File: src/rtl/core/complex_triangle_smoother_macros.svh
// complex_triangle_smoother_macros.svh: assertion macros for the smoother core
// expects clk_i and rst_ni in the scope of the module that uses them
`ifndef COMPLEX_TRIANGLE_SMOOTHER_MACROS_SVH
`define COMPLEX_TRIANGLE_SMOOTHER_MACROS_SVH

// checked only while out of reset
`define CTS_ASSERT(lbl, prop, msg) \
  lbl: assert property (@(posedge clk_i) disable iff (!rst_ni) prop) else $error(msg);

// checked at every edge, reset included
`define CTS_ASSERT_ALWAYS(lbl, prop, msg) \
  lbl: assert property (@(posedge clk_i) prop) else $error(msg);

`endif

File: src/rtl/core/cts_pkg.sv
// cts_pkg: shared types and constants of the complex triangle smoother
// used by cts_ctrl, cts_dp and complex_triangle_smoother
package cts_pkg;

  // configuration register indexes
  localparam logic [2:0] CfgTraceLen  = 3'd0;
  localparam logic [2:0] CfgBoxLen    = 3'd1;
  localparam logic [2:0] CfgBoxMode   = 3'd2;
  localparam logic [2:0] CfgDerivMode = 3'd3;
  localparam logic [2:0] CfgWeight    = 3'd4;

  // datapath operations
  typedef enum logic [2:0] {
    OP_CLR    = 3'd0,
    OP_SPREAD = 3'd1,
    OP_INT    = 3'd2,
    OP_FOLD   = 3'd3,
    OP_OUT    = 3'd4
  } op_e;

  // spread tap weighting
  typedef enum logic [1:0] {
    TAP_NEG = 2'd0,
    TAP_POS = 2'd1,
    TAP_DBL = 2'd2
  } tap_e;

  typedef struct packed {
    logic issue;
    logic load;
    logic acc_clr;
    logic last;
    op_e  op;
    tap_e tap;
  } cmd_t;

  typedef struct packed {
    logic stg_vld;
    logic out_vld;
  } stat_t;

endpackage

File: src/rtl/core/cts_ctrl.sv
// cts_ctrl: sequencer for load, spread, integration, fold, output and clear passes
// depends on cts_pkg and complex_triangle_smoother_macros.svh
`include "complex_triangle_smoother_macros.svh"

module cts_ctrl #(
  parameter int MAX_LEN = 64,
  parameter int MAX_BOX = 16
) (
  input  logic                   clk_i,
  input  logic                   rst_ni,
  input  logic                   in_valid_i,
  output logic                   in_ready_o,
  input  logic [$clog2(MAX_LEN+1)-1:0] nx_i,
  input  logic [$clog2(MAX_BOX+1)-1:0] nb_i,
  input  logic                   box_mode_i,
  input  logic                   back_i,
  input  cts_pkg::stat_t         stat_i,
  output cts_pkg::cmd_t          cmd_o,
  output logic [$clog2(MAX_LEN+2*MAX_BOX)-1:0] addr_a_o,
  output logic [$clog2(MAX_LEN+2*MAX_BOX)-1:0] addr_b_o
);

  localparam int WorkDepth = MAX_LEN + 2 * MAX_BOX;
  localparam int AddrW     = $clog2(WorkDepth);
  localparam int TgtW      = $clog2(MAX_LEN);

  typedef enum logic [7:0] {
    ST_CLEAR  = 8'b0000_0001,
    ST_IDLE   = 8'b0000_0010,
    ST_SPREAD = 8'b0000_0100,
    ST_INTF   = 8'b0000_1000,
    ST_INTB   = 8'b0001_0000,
    ST_FOLDR  = 8'b0010_0000,
    ST_FOLDL  = 8'b0100_0000,
    ST_OUT    = 8'b1000_0000
  } state_e;

  state_e           state_q, state_d;
  logic [AddrW-1:0] cnt_q, cnt_d;
  logic [AddrW-1:0] pos_q, pos_d;
  logic [TgtW-1:0]  tgt_q, tgt_d;
  logic             up_q, up_d;
  logic [1:0]       tap_q, tap_d;
  logic             gap_q, gap_d;
  logic             done_q, done_d;
  logic [6:0]       lc_q, lc_d;
  logic [6:0]       lc_next;
  logic [AddrW-1:0] nx_a, nb_a, np_m1;
  logic [TgtW-1:0]  nx_m1;
  logic             last_tap;

  assign nx_a    = AddrW'(nx_i);
  assign nb_a    = AddrW'(nb_i);
  assign np_m1   = nx_a + (nb_a << 1) - AddrW'(1);
  assign nx_m1   = TgtW'(nx_i - 1'b1);
  assign lc_next = lc_q + 7'd1;

  // next state and commands
  always_comb begin
    state_d  = state_q;
    cnt_d    = cnt_q;
    pos_d    = pos_q;
    tgt_d    = tgt_q;
    up_d     = up_q;
    tap_d    = tap_q;
    done_d   = done_q;
    lc_d     = lc_q;
    cmd_o    = '0;
    addr_a_o = cnt_q;
    addr_b_o = nb_a + AddrW'(tgt_q);
    in_ready_o = 1'b0;
    last_tap = box_mode_i ? (tap_q == 2'd1) : (tap_q == 2'd2);

    unique case (state_q)
      ST_CLEAR: begin
        cmd_o.issue = 1'b1;
        cmd_o.op    = cts_pkg::OP_CLR;
        if (cnt_q == AddrW'(WorkDepth - 1)) begin
          cnt_d   = '0;
          state_d = ST_IDLE;
        end else begin
          cnt_d = cnt_q + 1'b1;
        end
      end

      ST_IDLE: begin
        in_ready_o = 1'b1;
        if (in_valid_i) begin
          cmd_o.load = 1'b1;
          pos_d  = (lc_q >= 7'(MAX_LEN)) ? AddrW'(MAX_LEN - 1) : AddrW'(lc_q);
          done_d = (lc_next >= 7'(nx_i));
          lc_d   = (lc_next >= 7'(nx_i)) ? 7'd0 : lc_next;
          tap_d  = 2'd0;
          state_d = ST_SPREAD;
        end
      end

      ST_SPREAD: begin
        if (!gap_q) begin
          cmd_o.issue = 1'b1;
          cmd_o.op    = cts_pkg::OP_SPREAD;
          if (box_mode_i) begin
            if (tap_q == 2'd0) begin
              addr_a_o  = pos_q + AddrW'(1);
              cmd_o.tap = cts_pkg::TAP_POS;
            end else begin
              addr_a_o  = pos_q + (nb_a << 1);
              cmd_o.tap = cts_pkg::TAP_NEG;
            end
          end else begin
            unique case (tap_q)
              2'd0: begin
                addr_a_o  = pos_q;
                cmd_o.tap = cts_pkg::TAP_NEG;
              end
              2'd1: begin
                addr_a_o  = pos_q + nb_a;
                cmd_o.tap = cts_pkg::TAP_DBL;
              end
              default: begin
                addr_a_o  = pos_q + (nb_a << 1);
                cmd_o.tap = cts_pkg::TAP_NEG;
              end
            endcase
          end
          if (last_tap) begin
            cnt_d   = '0;
            state_d = done_q ? ST_INTF : ST_IDLE;
          end else begin
            tap_d = tap_q + 2'd1;
          end
        end
      end

      ST_INTF: begin
        cmd_o.acc_clr = gap_q;
        if (!gap_q) begin
          cmd_o.issue = 1'b1;
          cmd_o.op    = cts_pkg::OP_INT;
          if (cnt_q == np_m1) begin
            if (back_i) begin
              state_d = ST_INTB;
            end else begin
              cnt_d   = nx_a + nb_a;
              tgt_d   = nx_m1;
              up_d    = 1'b0;
              state_d = ST_FOLDR;
            end
          end else begin
            cnt_d = cnt_q + 1'b1;
          end
        end
      end

      ST_INTB: begin
        cmd_o.acc_clr = gap_q;
        if (!gap_q) begin
          cmd_o.issue = 1'b1;
          cmd_o.op    = cts_pkg::OP_INT;
          if (cnt_q == '0) begin
            cnt_d   = nx_a + nb_a;
            tgt_d   = nx_m1;
            up_d    = 1'b0;
            state_d = ST_FOLDR;
          end else begin
            cnt_d = cnt_q - 1'b1;
          end
        end
      end

      ST_FOLDR, ST_FOLDL: begin
        // one padding entry folded into its mirrored trace slot at a time, once the previous fold write is done
        if (!gap_q && !stat_i.stg_vld) begin
          cmd_o.issue = 1'b1;
          cmd_o.op    = cts_pkg::OP_FOLD;
          if (up_q) begin
            if (tgt_q == nx_m1) up_d = 1'b0;
            else tgt_d = tgt_q + 1'b1;
          end else begin
            if (tgt_q == '0) up_d = 1'b1;
            else tgt_d = tgt_q - 1'b1;
          end
          if (state_q == ST_FOLDR) begin
            if (cnt_q == np_m1) begin
              cnt_d   = nb_a - AddrW'(1);
              tgt_d   = '0;
              up_d    = 1'b1;
              state_d = ST_FOLDL;
            end else begin
              cnt_d = cnt_q + 1'b1;
            end
          end else begin
            if (cnt_q == '0) begin
              state_d = ST_OUT;
            end else begin
              cnt_d = cnt_q - 1'b1;
            end
          end
        end
      end

      ST_OUT: begin
        addr_a_o = nb_a + cnt_q;
        if (!gap_q && !stat_i.stg_vld && !stat_i.out_vld) begin
          cmd_o.issue = 1'b1;
          cmd_o.op    = cts_pkg::OP_OUT;
          cmd_o.last  = (cnt_q == nx_a - AddrW'(1));
          if (cnt_q == nx_a - AddrW'(1)) begin
            cnt_d   = '0;
            state_d = ST_CLEAR;
          end else begin
            cnt_d = cnt_q + 1'b1;
          end
        end
      end

      default: begin
        cnt_d   = '0;
        state_d = ST_CLEAR;
      end
    endcase

    gap_d = (state_d != state_q);
  end

  // control registers
  always_ff @(posedge clk_i or negedge rst_ni) begin
    if (!rst_ni) begin
      state_q <= ST_CLEAR;
      cnt_q   <= '0;
      pos_q   <= '0;
      tgt_q   <= '0;
      up_q    <= 1'b0;
      tap_q   <= '0;
      gap_q   <= 1'b0;
      done_q  <= 1'b0;
      lc_q    <= '0;
    end else begin
      state_q <= state_d;
      cnt_q   <= cnt_d;
      pos_q   <= pos_d;
      tgt_q   <= tgt_d;
      up_q    <= up_d;
      tap_q   <= tap_d;
      gap_q   <= gap_d;
      done_q  <= done_d;
      lc_q    <= lc_d;
    end
  end

  // fold reads must not overlap the previous fold write
  `CTS_ASSERT(a_fold_spacing, cmd_o.issue && (state_q == ST_FOLDR || state_q == ST_FOLDL) |-> !stat_i.stg_vld, "fold issued over pending write")
  // an output read needs a free output register
  `CTS_ASSERT(a_out_free, cmd_o.issue && cmd_o.op == cts_pkg::OP_OUT |-> !stat_i.out_vld, "output read with full register")
  // sample count stays inside one trace
  `CTS_ASSERT_ALWAYS(a_lc_range, lc_q < 7'(MAX_LEN), "load count out of range")

endmodule

File: config.mk
export PLATFORM = sky130hd
export DESIGN_NAME = cts_ctrl
export DESIGN_NICKNAME = d
export VERILOG_FILES = /design/src/rtl/core/cts_pkg.sv /design/src/rtl/core/cts_ctrl.sv
export VERILOG_INCLUDE_DIRS = /design/src /design/src/rtl/core
export SDC_FILE = /design/constraint.sdc
export NUM_CORES = 1
export LEC_CHECK = 0
export ABC_CLOCK_PERIOD_IN_PS = 2480
export BUFFER_PORTS_ARGS = -buffer_cell sky130_fd_sc_hd__buf_4
export CAP_MARGIN = 5
export CORE_MARGIN = 4
export CORE_UTILIZATION = 45
export DETAILED_ROUTE_END_ITERATION = 10
export GPL_ROUTABILITY_DRIVEN = 0
export PLACE_DENSITY = 0.69
export SETUP_SLACK_MARGIN = 0.15
export SYNTH_ARGS = -nofsm -noshare
export SYNTH_HDL_FRONTEND = slang
export SYNTH_SLANG_ARGS = --single-unit
export TNS_END_PERCENT = 20
File: constraint.sdc
create_clock -name clk_i -period 2.48 [get_ports clk_i]
set_input_delay 0.496 -clock clk_i [delete_from_list [all_inputs] [get_ports clk_i]]
set_output_delay 0.496 -clock clk_i [all_outputs]
set_load 0.01 [all_outputs]
**Word-level counts from Yosys, hierarchy flattened**

Index checks and enable logic that the tools add are counted.

- Reduce and logical (&&, ||, !) cells: 17
- Multiplexer cells: 86
- Magnitude comparators: 2
- Equal/unequal tests: 28
- Bitwise operators: 1
- Add/subtract/negate cells: 16

Operator list:

| operator | count |
|---|---|
| $mux W7 | 19 |
| $mux W8 | 14 |
| $mux W6 | 12 |
| $pmux W8 S7 | 1 |
| $pmux W7 S7 | 1 |
| $pmux W7 S2 | 2 |
| $ne A2 B2 Y1 const B | 11 |
| $add A7 B1 Y7 const B | 3 |
| $mux W1 | 21 |
| $sub A7 B1 Y7 const B | 3 |
| $pmux W6 S3 | 1 |
| $mux W2 | 8 |
| $add A7 B5 Y7 | 2 |
| $add A7 B6 Y7 | 2 |
| $eq A7 B7 Y1 | 2 |
| $pmux W3 S4 | 1 |
| $reduce_and A9 Y1 | 1 |
| $eq A8 B1 Y1 const B | 1 |
| $eq A8 B2 Y1 const B | 1 |
| $eq A8 B3 Y1 const B | 1 |
| $eq A8 B4 Y1 const B | 1 |
| $eq A8 B5 Y1 const B | 1 |
| $eq A8 B6 Y1 const B | 1 |
| $eq A8 B7 Y1 const B | 1 |
| other kinds (33) | 39 |

- Logic and storage cells: 159
- Input port bits: 19
- Bits in registers: 40

**Depth between registers and ports, before layout**

- Depth after elaboration: 8
- Gate-level depth with buffers: 15
- Gate-level depth less buffers: 14

**Least setup slack after synthesis**

Ideal clock, no wire load.

- Path kind: input -> register
- Start: input port nx_i[5]
- End: register gap_q
- Path slack: -0.668 ns
- Cell stages on the path: 13
- Setup time: 0.124 ns
- Required time: 2.356 ns
- Arrival time: 3.024 ns
- Cells stage by stage: clkbuf_1 > inv_1 > ha_1 > inv_1 > ha_1 > nand3_1 > nor2_1 > o31a_1 > o211ai_2 > buf_2 > o21ai_1 > a2111o_1 > a211o_1

- Word-level cells in the longest chain between the ends: 8
- Elaborated cells on any way between the ends: 14

Ends and longest elaborated chain:

| element | line | RTL |
|---|---|---|
| start: declaration | cts_ctrl.sv:13 | `input logic [$clog2(MAX_LEN+1)-1:0] nx_i,` |
| $add A7 B6 Y7 | cts_ctrl.sv:54 | `assign np_m1 = nx_a + (nb_a << 1) - AddrW'(1);` |
| $sub A7 B1 Y7 | cts_ctrl.sv:54 |  |
| $eq A7 B7 Y1 | cts_ctrl.sv:140, cts_ctrl.sv:184 |  |
| $mux W8 | cts_ctrl.sv:184 | `if (cnt_q == np_m1) begin` |
| $mux W8 | cts_ctrl.sv:183 | `if (state_q == ST_FOLDR) begin` |
| $mux W8 | cts_ctrl.sv:173 | `if (!gap_q && !stat_i.stg_vld) begin` |
| $pmux W8 S7 (*) | cts_ctrl.sv:74 | `unique case (state_q)` |
| $ne A8 B8 Y1 (*) | cts_ctrl.sv:223 | `gap_d = (state_d != state_q);` |
| named net gap_d | cts_ctrl.sv:44 | `logic gap_q, gap_d;` |
| end signal: assignment | cts_ctrl.sv:245 | `gap_q <= gap_d;` |
| end: declaration | cts_ctrl.sv:44 |  |

Mark *: on every way through the listed nets, which the timed path passes. The rest lies on a longest branch.
A chain may end at the register's enable or synchronous reset.

**Worst setup path in the final report**

- Start: register pos_q[1]
- End: output port addr_a_o[5]

- Word-level cells in the longest chain between the ends: 5
- Elaborated cells on any way between the ends: 8

Ends and longest elaborated chain:

| element | line | RTL |
|---|---|---|
| start: declaration | cts_ctrl.sv:40 | `logic [AddrW-1:0] pos_q, pos_d;` |
| start signal: assignment | cts_ctrl.sv:241 | `pos_q <= pos_d;` |
| $add A7 B6 Y7, or another cell as far along | cts_ctrl.sv:107, cts_ctrl.sv:121 |  |
| $pmux W7 S2 / $mux W7 (equally long branches) | cts_ctrl.sv:111, cts_ctrl.sv:103 |  |
| $mux W7 (*) | cts_ctrl.sv:102 | `if (box_mode_i) begin` |
| $mux W7 (*) | cts_ctrl.sv:99 | `if (!gap_q) begin` |
| $pmux W7 S2 (*) | cts_ctrl.sv:74 |  |
| end: declaration | cts_ctrl.sv:19 | `output logic [$clog2(MAX_LEN+2*MAX_BOX)-1:0] addr_a_o,` |

Every way passes the cells marked *; elsewhere a longest branch is shown, timed or not.

==> summary.txt <==
Logic synthesis
  – Number of synthesized flops with an enable pin: 0
  – Synth warnings: 0
  – Synthesized cell area: 0.00527 mm^2
  – Synth unique cells: 76
  – Seq/Total Area, Yosys: 0.190
  – Cells after Synth: 672
  – Syn nets: 753
  – Synth Area per Inst: 7.84 um^2
  – FFs w/ async S/R, synth: 1.00
  – Most used flip-flop cell after synthesis: dfrtp_1
  – Yosys reg bits: 40

CTS
  – Clock Sinks: 40
  – Clock transition at the registers of the reported paths: 60 ps
  – Max clock buf depth: 2
  – H-tree depth reported by CTS: 2
  – Worst skew pair latency: 300 ps
  – Hold-fix buffers, CTS: 0
  – CTS root buf: clkbuf_16
  – CTS tree: done
  – Cts bufs inserted: 5

Layout
  – P&R area growth vs syn: 44.9%
  – Cell area after layout: 0.00763 mm^2
  – N_diodes: 0
  – Share of cells above drive strength 1: 0.382
  – Commonest non-fill, non-tap cell in the layout: buf_4
  – Nets@finish: 923
  – # fillers: 855
  – Most frequent cells in the layout: buf_4 (178), nor2_1 (50), nand2_1 (43), ha_1 (43), inv_1 (39)

Status
  – Status: complete, but fails checks
  – Failing checks: setup timing

Setup path
  – CP max FO: 4
  – Setup CP Type: reg -> out
  – Critical Path AT: 2440 ps
  – Setup crit start: pos_q[1]
  – Critical Path Sink Type: output port
  – Worst EP required: 1980 ps
  – Startpoint type of the worst setup path: flip-flop
  – Critical R2R Launch: state_q[1]

Detailed routing
  – DRT Wirelength: 18,900 um
  – Initial drt markers: 809
  – DRC viols: 0
  – Post-DR vias/cell: 6.08
  – Drt pass-1 iters: 6
  – ANT nets after route: 0
  – Wire length per cell: 19.2 um
  – Detailed-route via count: 5,991

Floorplan
  – Starting Density: 0.461
  – Die Span Y: 116 um
  – Die Area: 0.0135 mm^2
  – I/O Pins: 43
  – Row cnt: 39
  – Core Area: 0.0114 mm^2
  – Die X: 116 um

Timing
  – Fin crit share: 1.18
  – Setup ws final: -458 ps
  – Minimum clock period: 2940 ps
  – Slew at the pin closest to its max-slew limit: 620 ps
  – Max Transition Viols Final: 0
  – Unrepaired setup endpoints after global routing: true
  – Fmax: 340 MHz
  – Setup violators final: 30
  – Final Hold Vio Count: 0
  – Rel. slew slack: 0.583
  – Setup TNS: -7560 ps
  – Clock Skew: 8.81 ps

Placement
  – Area after DPL: 0.00675 mm^2
  – Port Buffers: 42
  – Post-DP HPWL: 14,000 um

Global route
  – Largest net degree at the start of global routing: 41
  – Initial antenna violation count: 0
  – GRT Residual Overflow: 0
  – Vias in the first global route: 5,853
  – Global-route usage over all layers: 0.280
  – Wire length of the first global-routing pass: 30,000 um

Power
  – Pwr Density: 263 mW/mm^2
  – Reg power frac: 0.325
  – Net switching power: 0.598 mW
  – Maximum VDD drop: 0.270 mV
  – Switching part of the total: 0.297
  – Comb power frac: 0.289
  – Leak pwr: 3.54 nW
  – Clk pwr share: 0.386
  – Internal power: 1.41 mW

Job
  – Max_cap viols: 0

Worst hold path
  – Hold WC Path Type: in -> async
==> what timing repair did <==
| action | in CTS | in global routing |
|---|---|---|
| pin swaps | 45 | 39 |
| endpoints found under the setup margin | 49 | 48 |
| resized for setup | 92 | 50 |
| setup buffers | 12 | 9 |
| gates cloned | 1 | 0 |
==> cell usage after synthesis, drive strengths merged, types with 6 or more instances <==
library cell,n,area share
a21o,13,0.019
a22oi,7,0.011
ha,56,0.13
nand2b,8,0.0095
o211ai,11,0.017
a21oi,43,0.041
nand2,46,0.033
buf,14,0.014
dfrtp,39,0.19
a221oi,9,0.015
nand3,26,0.025
xnor2,40,0.068
and3,8,0.0095
o21ai,48,0.046
clkbuf,19,0.014
or2,7,0.0083
nor2,57,0.041
o22ai,12,0.014
nor2b,14,0.017
a211oi,9,0.015
inv,51,0.036
and2,8,0.0095
xor2,16,0.027
fa,6,0.023
nor3,18,0.018
==> power groups by stage <==
stage | registers, mW | clock network (mW) | logic [mW]
after floorplan | 0.666 | 0 | 0.283
after global placement | 0.666 | 0 | 0.493
after detailed placement | 0.666 | 0 | 0.508
after CTS | 0.654 | 0.777 | 0.561
after global routing | 0.653 | 0.810 | 0.629
final | 0.654 | 0.775 | 0.581
==> flip-flops by register name, summed over array words and instances (netlist names) <==
register,count
cnt_q,7
done_q,1
gap_q,1
lc_q,7
pos_q,7
state_q,8
tap_q,2
tgt_q,6
up_q,1
==> cells by family (layout without fill, tap and decap cells) <==
logic type	count (synthesis)	count (layout)	share of synthesized area
flops	40	40	0.190
simple gates	224	225	0.222
compound gates	199	199	0.253
mux	4	4	0.00760
fa+ha+maj	62	62	0.156
xor+xnor	59	59	0.107
buf+inv	84	254	0.0641
==> metal layers <==
metal  vias up  track usage  part of all wire
li1       2783            -                 -
met1      2825        0.365              0.41
met2       308        0.456              0.46
met3        75       0.0440             0.075
met4         0        0.129             0.048
met5         -            0                 0
==> per-stage QoR <==
stage          instances   util  worst slack, ps  total power, mW  hold WS (ps)
4_1_cts              977  0.646             -476             1.99           217
3_5_place_dp         956  0.591             -860             1.17           527
5_1_grt              986  0.669             -576             2.09           244
3_3_place_gp         956  0.591             -763             1.16           510
6_report             986  0.669             -458             2.01           199
2_1_floorplan        672      -             -437            0.949           200
==> cell type report <==
cell class / count / area [um^2] / area share
well taps: 143 / 179 / 0.0234
repair buffers: 195 / 1550 / 0.203
clock buffers: 5 / 125 / 0.0164
clock inverters: 3 / 42.5 / 0.00557
multi-input cells: 549 / 4500 / 0.589
inverters: 51 / 226 / 0.0297
flip-flops and latches: 40 / 1010 / 0.132
==> final timing paths <==
kind                               end  cells after the start  slack (ps)
max                        addr_a_o[5]                     11        -460
min                           pos_q[6]                      1         200
max reg2reg                      gap_q                      8         -70
min reg2reg                    lc_q[5]                      2         590
max in group asynchronous     tgt_q[1]                      1        1850
min in group clk_i          state_q[2]                      3         520
==> worst max-delay path, cell delays in order (launching register included) <==
cell and delay (ps):
dfrtp_2 460, ha_4 180, fa_2 350, a21oi_2 150, nor2_1 60, nor2_1 110
xnor2_1 140, nor2_1 70, a211oi_2 240, a21oi_1 70, o22ai_1 170, buf_4 150
Power figures use the tool's default switching activity.
